### src/sv/tme_pkg.sv
// shared types and constants for the tape machine executor
// no dependencies
package tme_pkg;

  localparam int unsigned TAPE_DEPTH_DEF = 4096;
  localparam int ADDR_W = 17;
  localparam int FIELD_W = 16;
  localparam int CELL_W = 8;
  localparam int OP_W = 3;

  localparam logic [OP_W-1:0] OP_ADD   = 3'd0;
  localparam logic [OP_W-1:0] OP_SUB   = 3'd1;
  localparam logic [OP_W-1:0] OP_LEFT  = 3'd2;
  localparam logic [OP_W-1:0] OP_RIGHT = 3'd3;
  localparam logic [OP_W-1:0] OP_OPEN  = 3'd4;
  localparam logic [OP_W-1:0] OP_CLOSE = 3'd5;
  localparam logic [OP_W-1:0] OP_OUT   = 3'd6;

  typedef struct packed {
    logic [OP_W-1:0]    opcode;
    logic [FIELD_W-1:0] repeat_count;
    logic [FIELD_W-1:0] jump_target;
  } in_word_t;

  typedef struct packed {
    logic [ADDR_W-1:0] next_address;
    logic              halted;
    logic              char_valid;
    logic [CELL_W-1:0] char_out;
    logic              tape_overflow;
  } out_word_t;

  typedef struct packed {
    logic clearing;
    logic loading;
  } exec_status_t;

  typedef enum logic [1:0] {
    ST_CLEAR,
    ST_RUN,
    ST_LOAD
  } exec_state_t;

endpackage

### src/sv/tme_outbuf.sv
// two-entry output buffer (output register plus skid register)
// depends on tme_pkg
module tme_outbuf (
  input  logic              clk,
  input  logic              rst_n,
  input  logic              push_valid,
  input  tme_pkg::out_word_t push_word,
  output logic              full,
  output logic              out_valid,
  input  logic              out_stall,
  output tme_pkg::out_word_t out_word
);
  import tme_pkg::*;

  logic      main_v_r, main_v_nxt;
  logic      skid_v_r, skid_v_nxt;
  out_word_t main_r, main_nxt;
  out_word_t skid_r, skid_nxt;
  logic      take;

  assign take = main_v_r & ~out_stall;

  always_comb begin
    main_v_nxt = main_v_r;
    skid_v_nxt = skid_v_r;
    main_nxt   = main_r;
    skid_nxt   = skid_r;
    if (take) begin
      if (skid_v_r) begin
        main_nxt   = skid_r;
        skid_v_nxt = 1'b0;
      end else begin
        main_v_nxt = push_valid;
        main_nxt   = push_word;
      end
    end else if (!main_v_r) begin
      main_v_nxt = push_valid;
      main_nxt   = push_word;
    end else if (push_valid) begin
      skid_v_nxt = 1'b1;
      skid_nxt   = push_word;
    end
  end

  always_ff @(posedge clk) begin
    if (!rst_n) begin
      main_v_r <= 1'b0;
      skid_v_r <= 1'b0;
    end else begin
      main_v_r <= main_v_nxt;
      skid_v_r <= skid_v_nxt;
    end
    main_r <= main_nxt;
    skid_r <= skid_nxt;
  end

  assign full      = skid_v_r;
  assign out_valid = main_v_r;
  assign out_word  = main_r;

endmodule

### config.mk
export PLATFORM = sky130hd
export DESIGN_NAME = tme_outbuf
export DESIGN_NICKNAME = d
export VERILOG_FILES = /design/src/sv/tme_pkg.sv /design/src/sv/tme_outbuf.sv
export SDC_FILE = /design/constraint.sdc
export NUM_CORES = 1
export LEC_CHECK = 0
export ABC_AREA = 1
export ABC_CLOCK_PERIOD_IN_PS = 4000
export BUFFER_PORTS_ARGS = -buffer_cell sky130_fd_sc_hd__buf_2
export CAP_MARGIN = 20
export CELL_PAD_IN_SITES_DETAIL_PLACEMENT = 1
export CELL_PAD_IN_SITES_GLOBAL_PLACEMENT = 1
export CORE_AREA = 4 4 85 87
export CTS_CLUSTER_SIZE = 16
export DETAILED_ROUTE_END_ITERATION = 10
export DIE_AREA = 0 0 89 91
export GPL_TIMING_DRIVEN = 0
export PLACE_DENSITY = 0.75
export SLEW_MARGIN = 20
export SYNTH_ARGS = -nofsm -noshare
export SYNTH_HDL_FRONTEND = slang
export SYNTH_SLANG_ARGS = --single-unit
### constraint.sdc
create_clock -name clk -period 4 [get_ports clk]
set_input_delay 0.8 -clock clk [delete_from_list [all_inputs] [get_ports clk]]
set_output_delay 0.8 -clock clk [all_outputs]
set_load 0.1 [all_outputs]
; ---- Word-level counts from Yosys, hierarchy flattened
; Cells that the tools add are included.
[totals]
latchBits = 0
mem_bits_ro = 0
n_memories = 0
ff_bits = 58
ramBits = 0
wordCells = 27
[op_classes]
mux = 6
bitwise = 4
mul = 0
n_shift = 0
order_cmp = 0
n_reduce_logical = 3
eq_ne = 2
div_mod_pow = 0
add_sub_neg = 0
[op_table]
columns = op, count
row1 = $mux 28, 3
row2 = $mux 1, 3
row3 = $not 1->1, 3
row4 = $reduce_and 3->1, 1
row5 = $ne 2x1->1 const B, 1
row6 = $ne 2x2->1 const B, 1
row7 = $reduce_and 2->1, 1
row8 = $reduce_or 2->1, 1
row9 = $and 1x1->1, 1

; ---- Longest topological paths before layout
; Gate-level depths: netlist (run 1).
[logic_depth]
word_depth = 4
ltp_mapped = 6

; ---- Worst setup path before layout (run 1)
; Ideal clock, no wire load.
[synth_timing]
path_kind = register -> register
from = register main_v_r (netlist: out_valid)
to = register skid_r[0] (netlist bit) (enable)
required_ps = 3587
n_path_buf = 0
setup_ps = 413
t_arrival_ps = 2356
synth_period_minus_slack_ps = 2769
setup_slack_ps = 1231
stages_incl_launch_ff = 3
path_cell_list = dfxtp_1 -> nand2_1 -> nor2_1
[synth_via]
elab_chain_len = 3
[synth_rtl]
columns = item, line
row1 = "start, declared", tme_outbuf.sv:15  ; logic main_v_r, main_v_nxt;
row2 = "start signal, assigned", tme_outbuf.sv:50  ; main_v_r <= main_v_nxt;
row3 = $and 1x1->1, tme_outbuf.sv:21  ; assign take = main_v_r & ~out_stall;
row4 = $not 1->1 (no line), --
row5 = $reduce_and 3->1 (no line) *, --
row6 = "end signal, assigned", tme_outbuf.sv:54  ; skid_r <= skid_nxt;
row7 = "end, declared", tme_outbuf.sv:18  ; out_word_t skid_r, skid_nxt;
; Mark *: on every way between the ends. The rest lies on a longest branch, timed or not.
; A chain may end at the register's enable or synchronous reset.

; ---- Worst setup path after layout (run 1)
[layout_timing]
from = register main_v_r (netlist: out_valid)
to = output out_valid
[layout_rtl]
columns = item, line
row1 = "end, declared", tme_outbuf.sv:9  ; output logic out_valid,
; No word-level cell between the ends.

==> results of run 1 <==
placed cells by master (no fill, tap or decap):
| cell | Yosys | layout |
|---|---|---|
| sky130_fd_sc_hd__o21ai_0 | 8 | 8 |
| sky130_fd_sc_hd__clkbuf_2 | 2 | 2 |
| sky130_fd_sc_hd__nand3_2 | 1 | 1 |
| sky130_fd_sc_hd__nand2_2 | 0 | 1 |
| sky130_fd_sc_hd__inv_1 | 30 | 30 |
| sky130_fd_sc_hd__clkbuf_8 | 0 | 9 |
| sky130_fd_sc_hd__dfxtp_1 | 2 | 2 |
| sky130_fd_sc_hd__clkinv_1 | 0 | 3 |
| sky130_fd_sc_hd__bufinv_16 | 0 | 1 |
| sky130_fd_sc_hd__buf_2 | 0 | 61 |
| sky130_fd_sc_hd__a21oi_1 | 3 | 3 |
| sky130_fd_sc_hd__buf_16 | 0 | 1 |
| sky130_fd_sc_hd__nor2_4 | 0 | 1 |
| sky130_fd_sc_hd__buf_6 | 4 | 4 |
| sky130_fd_sc_hd__nor2_1 | 2 | 1 |
| sky130_fd_sc_hd__clkbuf_1 | 0 | 1 |
| sky130_fd_sc_hd__edfxtp_1 | 56 | 56 |
| sky130_fd_sc_hd__nand2_1 | 32 | 31 |
| sky130_fd_sc_hd__clkinv_2 | 0 | 1 |
| sky130_fd_sc_hd__o21ai_1 | 10 | 10 |
| sky130_fd_sc_hd__o21ai_2 | 10 | 10 |
power breakdown:
part | internal, mW | switching, mW
Combinational | 0.0390 | 0.209
Clock | 0.277 | 0.209
Sequential | 0.700 | 0.00865
flip-flops by register name, summed over array words and instances, names as in the netlist:
name and count:
skid_r 28, full 1, out_valid 1, out_word 28
layout make-up:
class                   instances  share of cell area (%)
clock inverters                 5                    1.63
repair buffers                 62                    11.7
well taps                      77                    3.40
inverters                      30                    3.98
clock buffers                  10                    4.51
plain buffers                   6                    1.94
flip-flops and latches         58                    60.8
multi-input cells              66                    12.0
synth_stat cells:
master / number / area, µm²
sky130_fd_sc_hd__o21ai_2: 10 / 87.6
sky130_fd_sc_hd__o21ai_1: 10 / 50.1
sky130_fd_sc_hd__nand3_2: 1 / 10.0
sky130_fd_sc_hd__inv_1: 30 / 113
sky130_fd_sc_hd__dfxtp_1: 2 / 40.0
sky130_fd_sc_hd__edfxtp_1: 56 / 1680
sky130_fd_sc_hd__o21ai_0: 8 / 40.0
sky130_fd_sc_hd__buf_6: 4 / 45.0
sky130_fd_sc_hd__nor2_1: 2 / 7.51
sky130_fd_sc_hd__nand2_1: 32 / 120
sky130_fd_sc_hd__clkbuf_2: 2 / 10.0
sky130_fd_sc_hd__a21oi_1: 3 / 15.0
through the flow:
stage	hold WS, ns	cells
CTS	0.560	314
floorplan	0.545	160
detailed placement	0.542	299
finish	0.538	314
global placement	0.502	298
global route	0.597	314
worst register-to-register path, stage by stage, from the launching register on:
cell	delay, ns
sky130_fd_sc_hd__dfxtp_1	0.46
sky130_fd_sc_hd__nand2_1	0.13
sky130_fd_sc_hd__nor2_4	0.38
sky130_fd_sc_hd__buf_16	0.22
kinds of logic after synthesis:
group / count (synthesis) / synth area share, %
buffers and inverters: 36 / 7.55
DFF: 58 / 77.6
AOI/OAI and AO/OA: 31 / 8.68
and+or+nand+nor: 35 / 6.20
how the worst min path moves through the flow:
stage                     from            to  slack (ns)
global route              full          full        0.60
floorplan           skid_r[18]  out_word[18]        0.55
detailed placement        full          full        0.54
finish                    full          full        0.54
CTS                       full          full        0.56
global placement          full          full        0.50
per-layer routing:
layer | track usage [%] | vias to the layer above | share of wire [%]
li1 | - | 688 | -
met1 | 14.4 | 653 | 40
met5 | 0 | - | 0
met2 | 21.0 | 39 | 51
met3 | 3.98 | 8 | 6.9
met4 | 5.58 | 0 | 1.8
==> results.json, run 1 <==
{
  "reg2reg_depth": 3,
  "detail_route.wl_per_cell_um": 14.6,
  "timing.hold.worst.class": "reg2reg",
  "grt_pass1_vias": 1530,
  "grt_first_pass_wirelength_mm": 7.53,
  "timing.max_cap.violations": 0,
  "grt_overflow_total": 0,
  "setup_slack_after_placement_ns": 2.04,
  "timing.rr.end": "skid_r[10]",
  "final.setup_skew_ns": 0.00698,
  "clk_root_buffer_cell": "sky130_fd_sc_hd__clkbuf_8",
  "wirelength_mm": 4.60,
  "multi_input_comb_area_um2": 340,
  "clk_pin_slew_ns": 0.06,
  "setup-tns-final_ns": 0,
  "yosys_warnings": 0,
  "post_cts_resize_count": 0,
  "drt_pass_1_iters": 3,
  "die_height_um": 91,
  "num-fill-cells": 705,
  "synth_cell_types": 12,
  "post_cts_hold_buffer_count": 0,
  "timing.final.hold_violations": 0,
  "sequential_cell_area_um2": 1720,
  "cts_tree": "yes",
  "grt_start_max_net_pins": 29,
  "count_of_buffering_cells_on_the_critical_path_with_inverters_included": 1,
  "cpPeakStageDelay_ns": 0.48,
  "synth_seq_cells": 58,
  "global_route.usage.total_pct": 12.5,
  "rsz0062_at_grt": "no",
  "critPathCapture": "out_valid",
  "worstSkewPairLatency_ns": 0.32,
  "post-cts-setup-buffer-count": 0,
  "placeableCoreArea_um2": 6350,
  "crit_path_capture_type": "primary output",
  "initialDrtViolationCount": 82,
  "final.period_utilization_pct": 51.4,
  "tightest_slew_ns": 0.688,
  "antenna_found_initial": 0,
  "die_area_um2": 8100,
  "postSynthCellCount": 160,
  "cpMaxStageDelayCell": "sky130_fd_sc_hd__buf_2",
  "cp_data_required_time_ns": 3.20,
  "report.power.total_mw": 1.44,
  "min_period_ns": 2.06,
  "cts_made_buffers": 9,
  "setup_viol_count_final": 0,
  "route.vias.total": 1388,
  "power.density_nw_per_um2": 509,
  "total_of_buffers_placed_on_input_and_output_ports": 61,
  "timing.critical_path.depth": 1,
  "detailed_place_hpwl_mm": 3.28,
  "critPathKind": "reg2out",
  "setup.worst_path.start_class": "flip-flop",
  "clock_path_buffers": 2,
  "status": "finished clean",
  "mapped_cell_area_um2": 2220,
  "cts.sink_count": 58,
  "detail-route-antenna-nets": 0,
  "critPathTopFamily": "buffers and inverters",
  "drt-vias-per-instance": 4.42,
  "utilization_pct": 44.6,
  "start_util_pct": 35.0,
  "areaGrowthSynthToFinish_pct": 27.6,
  "antenna-diode-count": 0,
  "final-max-slew-violation-count": 0,
  "r2r_start": "out_valid",
  "ir_worst_vdd_uv": 235,
  "timing.hold.worst_path_depth": 2,
  "post_route_cells_drive_above_1_share_pct": 38.8,
  "detailed_place.area_um2": 2660,
  "drc_errors": 0,
  "relSlewSlack_pct": 54.0,
  "rrSetupSlack_ns": 2.51,
  "arrival_ns": 1.26,
  "design.final.nets": 265,
  "place.gp.congestion": 0.627,
  "die-width_um": 89,
  "io_pins": 62,
  "fin_ws_ns": 1.94,
  "rows": 29,
  "static-leakage-power_nw": 1.27,
  "achievable_freq_mhz": 486,
  "setup.worst_path.start": "out_valid",
  "finalInstanceArea_um2": 2830,
  "synth-seq-area-share_pct": 77.6,
  "syn-num-nets": 192,
  "cp_cell_sequence": "buf_2",
  "crit_path_max_fanout": 7,
  "cts_max_level": 3,
  "postSynthAreaPerCell_um2": 13.9
}
No activity file was read; power rests on OpenSTA's default activity.
==> run 2: changes to the inputs <==
Settings changed: ABC_CLOCK_PERIOD_IN_PS 4000 to 1670, PLACE_DENSITY 0.75 to 0.77.
Clock period 4 ns to 1.67 ns, I/O delays scaled along.
==> results.json, run 2 (synthesized netlist as in run 1, its figures left out) <==
{
  "final.setup_skew_ns": 0.00416,
  "design.final.nets": 264,
  "crit_path_capture_type": "flip-flop",
  "post-cts-setup-buffer-count": 0,
  "die-width_um": 89,
  "global_route.usage.total_pct": 12.7,
  "final-max-slew-violation-count": 0,
  "cts_made_buffers": 9,
  "detail_route.wl_per_cell_um": 14.6,
  "placeableCoreArea_um2": 6350,
  "antenna_found_initial": 0,
  "post_cts_hold_buffer_count": 0,
  "setup_slack_after_placement_ns": 0.0372,
  "io_pins": 62,
  "place.gp.congestion": 0.714,
  "timing.max_cap.violations": 0,
  "fin_ws_ns": 0.154,
  "tightest_slew_ns": 0.832,
  "wirelength_mm": 4.57,
  "numPlacedInstances": 298,
  "status": "finished clean",
  "cp_data_required_time_ns": 1.62,
  "post_route_cells_drive_above_1_share_pct": 39.8,
  "clk_pin_slew_ns": 0.06,
  "total_of_buffers_placed_on_input_and_output_ports": 61,
  "route.vias.total": 1406,
  "rows": 29,
  "cts.sink_count": 58,
  "min_period_ns": 1.52,
  "utilization_pct": 44.3,
  "setup-tns-final_ns": 0,
  "timing.final.hold_violations": 0,
  "die_area_um2": 8100,
  "timing.hold.worst.class": "in2reg",
  "detail-route-antenna-nets": 0,
  "power.density_nw_per_um2": 1230,
  "drt_pass_1_iters": 3,
  "initialDrtViolationCount": 52,
  "grt_start_max_net_pins": 29,
  "final.period_utilization_pct": 90.8,
  "clk_root_buffer_cell": "sky130_fd_sc_hd__clkbuf_8",
  "achievable_freq_mhz": 660,
  "drc_errors": 0,
  "report.power.total_mw": 3.47,
  "detailed_place.area_um2": 2640,
  "layout_common_cells": "61 x sky130_fd_sc_hd__buf_2, 56 x sky130_fd_sc_hd__edfxtp_1, 31 x sky130_fd_sc_hd__nand2_1",
  "layout.cells.most_common": "sky130_fd_sc_hd__buf_2",
  "finalInstanceArea_um2": 2810,
  "drt-vias-per-instance": 4.49,
  "clock_path_buffers": 2,
  "relSlewSlack_pct": 44.4,
  "critPathKind": "reg2reg",
  "worstSkewPairLatency_ns": 0.32,
  "detailed_place_hpwl_mm": 3.14,
  "grt_first_pass_wirelength_mm": 7.65,
  "setup.worst_path.start_class": "flip-flop",
  "areaGrowthSynthToFinish_pct": 26.7,
  "crit_path_max_fanout": 28,
  "post_cts_resize_count": 0,
  "antenna-diode-count": 0,
  "arrival_ns": 1.46,
  "rsz0062_at_grt": "no",
  "cts_max_level": 3,
  "grt_pass1_vias": 1559,
  "cts_tree": "yes",
  "start_util_pct": 35.0,
  "static-leakage-power_nw": 1.26,
  "ir_worst_vdd_uv": 516,
  "setup_viol_count_final": 0,
  "grt_overflow_total": 0,
  "die_height_um": 91,
  "whs_ns": 0.199,
  "layout.cells.non_filler": 313
}
## run 2: report_power, final
group	total [mW]	internal, mW	switching, mW
clock	1.18	0.672	0.511
sequential	1.70	1.68	0.0198
combinational	0.589	0.0897	0.499
## run 2: final cells by class
| class | instances | area, µm² |
|---|---|---|
| Buffer | 6 | 55.1 |
| Timing Repair Buffer | 61 | 305 |
| Tap cell | 77 | 96.3 |
| Inverter | 30 | 113 |
| Clock buffer | 11 | 131 |
| Clock inverter | 4 | 43.8 |
| Sequential cell | 58 | 1730 |
| Multi-Input combinational cell | 66 | 340 |
| Fill cell | 705 | 3540 |
## run 2: final timing paths
path	startpoint	to	slack (ns)	depth (start not counted)
max	out_valid	skid_r[16]	0.15	2
max reg2reg	out_valid	skid_r[16]	0.15	2
min reg2reg	full	full	0.51	2
min	push_word[9]	skid_r[9]	0.20	1
## run 2: worst max-delay path, cell delays in order (launching register included)
cell	delay, ns
sky130_fd_sc_hd__dfxtp_4	0.38
sky130_fd_sc_hd__nand2_1	0.09
sky130_fd_sc_hd__nor2_4	0.67
## run 2: routing by layer
metal  vias up  wire length [µm]  track usage, %
met5         -                 0               0
met4         0                91            7.07
met3        11               292            3.98
met2        39              2360            20.2
met1       673              1820            15.0
li1        683                 -               -
==> run 3: changes to the inputs <==
--- a/config.mk
+++ b/config.mk
@@ -13,5 +13,4 @@
 export CELL_PAD_IN_SITES_GLOBAL_PLACEMENT = 1
 export CORE_AREA = 4 4 85 87
-export CTS_CLUSTER_SIZE = 16
 export DETAILED_ROUTE_END_ITERATION = 10
 export DIE_AREA = 0 0 89 91
==> constraint.sdc (replaced) <==
create_clock -name clk -period 1.67 [get_ports clk]
set_input_delay 0.334 -clock clk [delete_from_list [all_inputs] [get_ports clk]]
set_output_delay 0.334 -clock clk [all_outputs]
set_load 0.005 [all_outputs]
==> results.json, run 3 (synthesized netlist as in run 1, its figures left out) <==
{
  "detailed_place_hpwl_mm": 3.25,
  "critPathKind": "reg2reg",
  "total_of_buffers_placed_on_input_and_output_ports": 61,
  "grt_first_pass_wirelength_mm": 7.51,
  "relSlewSlack_pct": 51.3,
  "placeableCoreArea_um2": 6350,
  "die_area_um2": 8100,
  "global_route.usage.total_pct": 12.6,
  "static-leakage-power_nw": 1.26,
  "cp_cell_sequence": "nand2_2",
  "setup.worst_path.start_class": "flip-flop",
  "grt_pass1_vias": 1557,
  "critPathTopFamily": "simple AND/OR/NAND/NOR gates",
  "antenna-diode-count": 0,
  "crit_path_capture_type": "flip-flop",
  "post-cts-setup-buffer-count": 0,
  "layout.cells.most_common": "sky130_fd_sc_hd__buf_2",
  "arrival_ns": 1.27,
  "cts.sink_count": 58,
  "place.gp.congestion": 0.687,
  "achievable_freq_mhz": 728,
  "grt_overflow_total": 0,
  "power.density_nw_per_um2": 1050,
  "drt-vias-per-instance": 4.43,
  "detail_route.wl_per_cell_um": 15.0,
  "cts_made_buffers": 9,
  "setup_slack_after_placement_ns": 0.256,
  "final-max-slew-violation-count": 0,
  "rows": 29,
  "timing.max_cap.violations": 0,
  "worstSkewPairLatency_ns": 0.33,
  "status": "finished clean",
  "cp_data_required_time_ns": 1.57,
  "drt_pass_1_iters": 4,
  "timing.final.hold_violations": 0,
  "cts_max_level": 3,
  "initialDrtViolationCount": 55,
  "cpMaxStageDelayCell": "sky130_fd_sc_hd__nand2_2",
  "post_route_cells_drive_above_1_share_pct": 39.1,
  "setup_viol_count_final": 0,
  "utilization_pct": 44.2,
  "die-width_um": 89,
  "clk_root_buffer_cell": "sky130_fd_sc_hd__clkbuf_8",
  "tightest_slew_ns": 0.728,
  "rrSetupSlack_ns": 0.30,
  "clock_path_buffers": 2,
  "detail-route-antenna-nets": 0,
  "post_cts_resize_count": 0,
  "cpPeakStageDelay_ns": 0.47,
  "clk_pin_slew_ns": 0.07,
  "fin_ws_ns": 0.295,
  "final.setup_skew_ns": 0.00880,
  "timing.hold.worst.class": "in2reg",
  "layout_common_cells": "61 x sky130_fd_sc_hd__buf_2, 56 x sky130_fd_sc_hd__edfxtp_1, 31 x sky130_fd_sc_hd__nand2_1",
  "design.final.nets": 265,
  "crit_path_max_fanout": 28,
  "grt_start_max_net_pins": 29,
  "route.vias.total": 1397,
  "drc_errors": 0,
  "post_cts_hold_buffer_count": 0,
  "die_height_um": 91,
  "rsz0062_at_grt": "no",
  "ir_worst_vdd_uv": 430,
  "count_of_buffering_cells_on_the_critical_path_with_inverters_included": 0,
  "start_util_pct": 35.0,
  "min_period_ns": 1.37,
  "areaGrowthSynthToFinish_pct": 26.4,
  "wirelength_mm": 4.71,
  "final.period_utilization_pct": 82.3,
  "io_pins": 62,
  "antenna_found_initial": 0,
  "cts_tree": "yes"
}
## run 3: cell types whose count changed in the layout (fill, tap and decap cells not counted), sizes merged
cell	delta
clkinv	+1
buf	+1
bufinv	-1
clkbuf	+1
## run 3: layout make-up
cell class,count,area (µm²)
tap,77,96.3
sequential,58,1720
clock inverter,4,18.8
clock buffer,12,135
fill,714,3540
multi-input combinational,66,340
timing repair buffer,62,325
inverter,30,113
buffer,6,55.1
## run 3: metrics by stage
stage / total power, mW / cell area, µm² / TNS, ns / hold WS, ns / instances
floorplan: 1.80 / 2220 / 0 / 0.433 / 160
global placement: 1.92 / 2620 / -16.59 / 0.494 / 298
detailed placement: 1.93 / 2650 / 0 / 0.511 / 299
CTS: 2.99 / 2810 / 0 / 0.172 / 315
global route: 3.08 / 2810 / 0 / 0.176 / 315
finish: 2.94 / 2810 / 0 / 0.194 / 315
## run 3: where the power goes
group | switching (mW) | internal [mW]
clock | 0.514 | 0.527
combinational | 0.108 | 0.0913
sequential | 0.0208 | 1.68
total | 0.643 | 2.29
## run 3: metal layers
layer,wire (µm),share of wire [%],track usage (%),vias up
met4,85,1.8,6.33,0
li1,-,-,-,686
met2,2300,49,19.4,42
met3,259,5.5,3.08,10
met5,0,0,0,-
met1,2070,44,16.5,659
## run 3: final timing paths
check,cells after the start,to,start
worst max-delay path,1,out_word[16],out_valid
worst min-delay path,1,skid_r[27],push_word[27]
worst max register to register,1,out_word[16],out_valid
worst min register to register,2,full,full
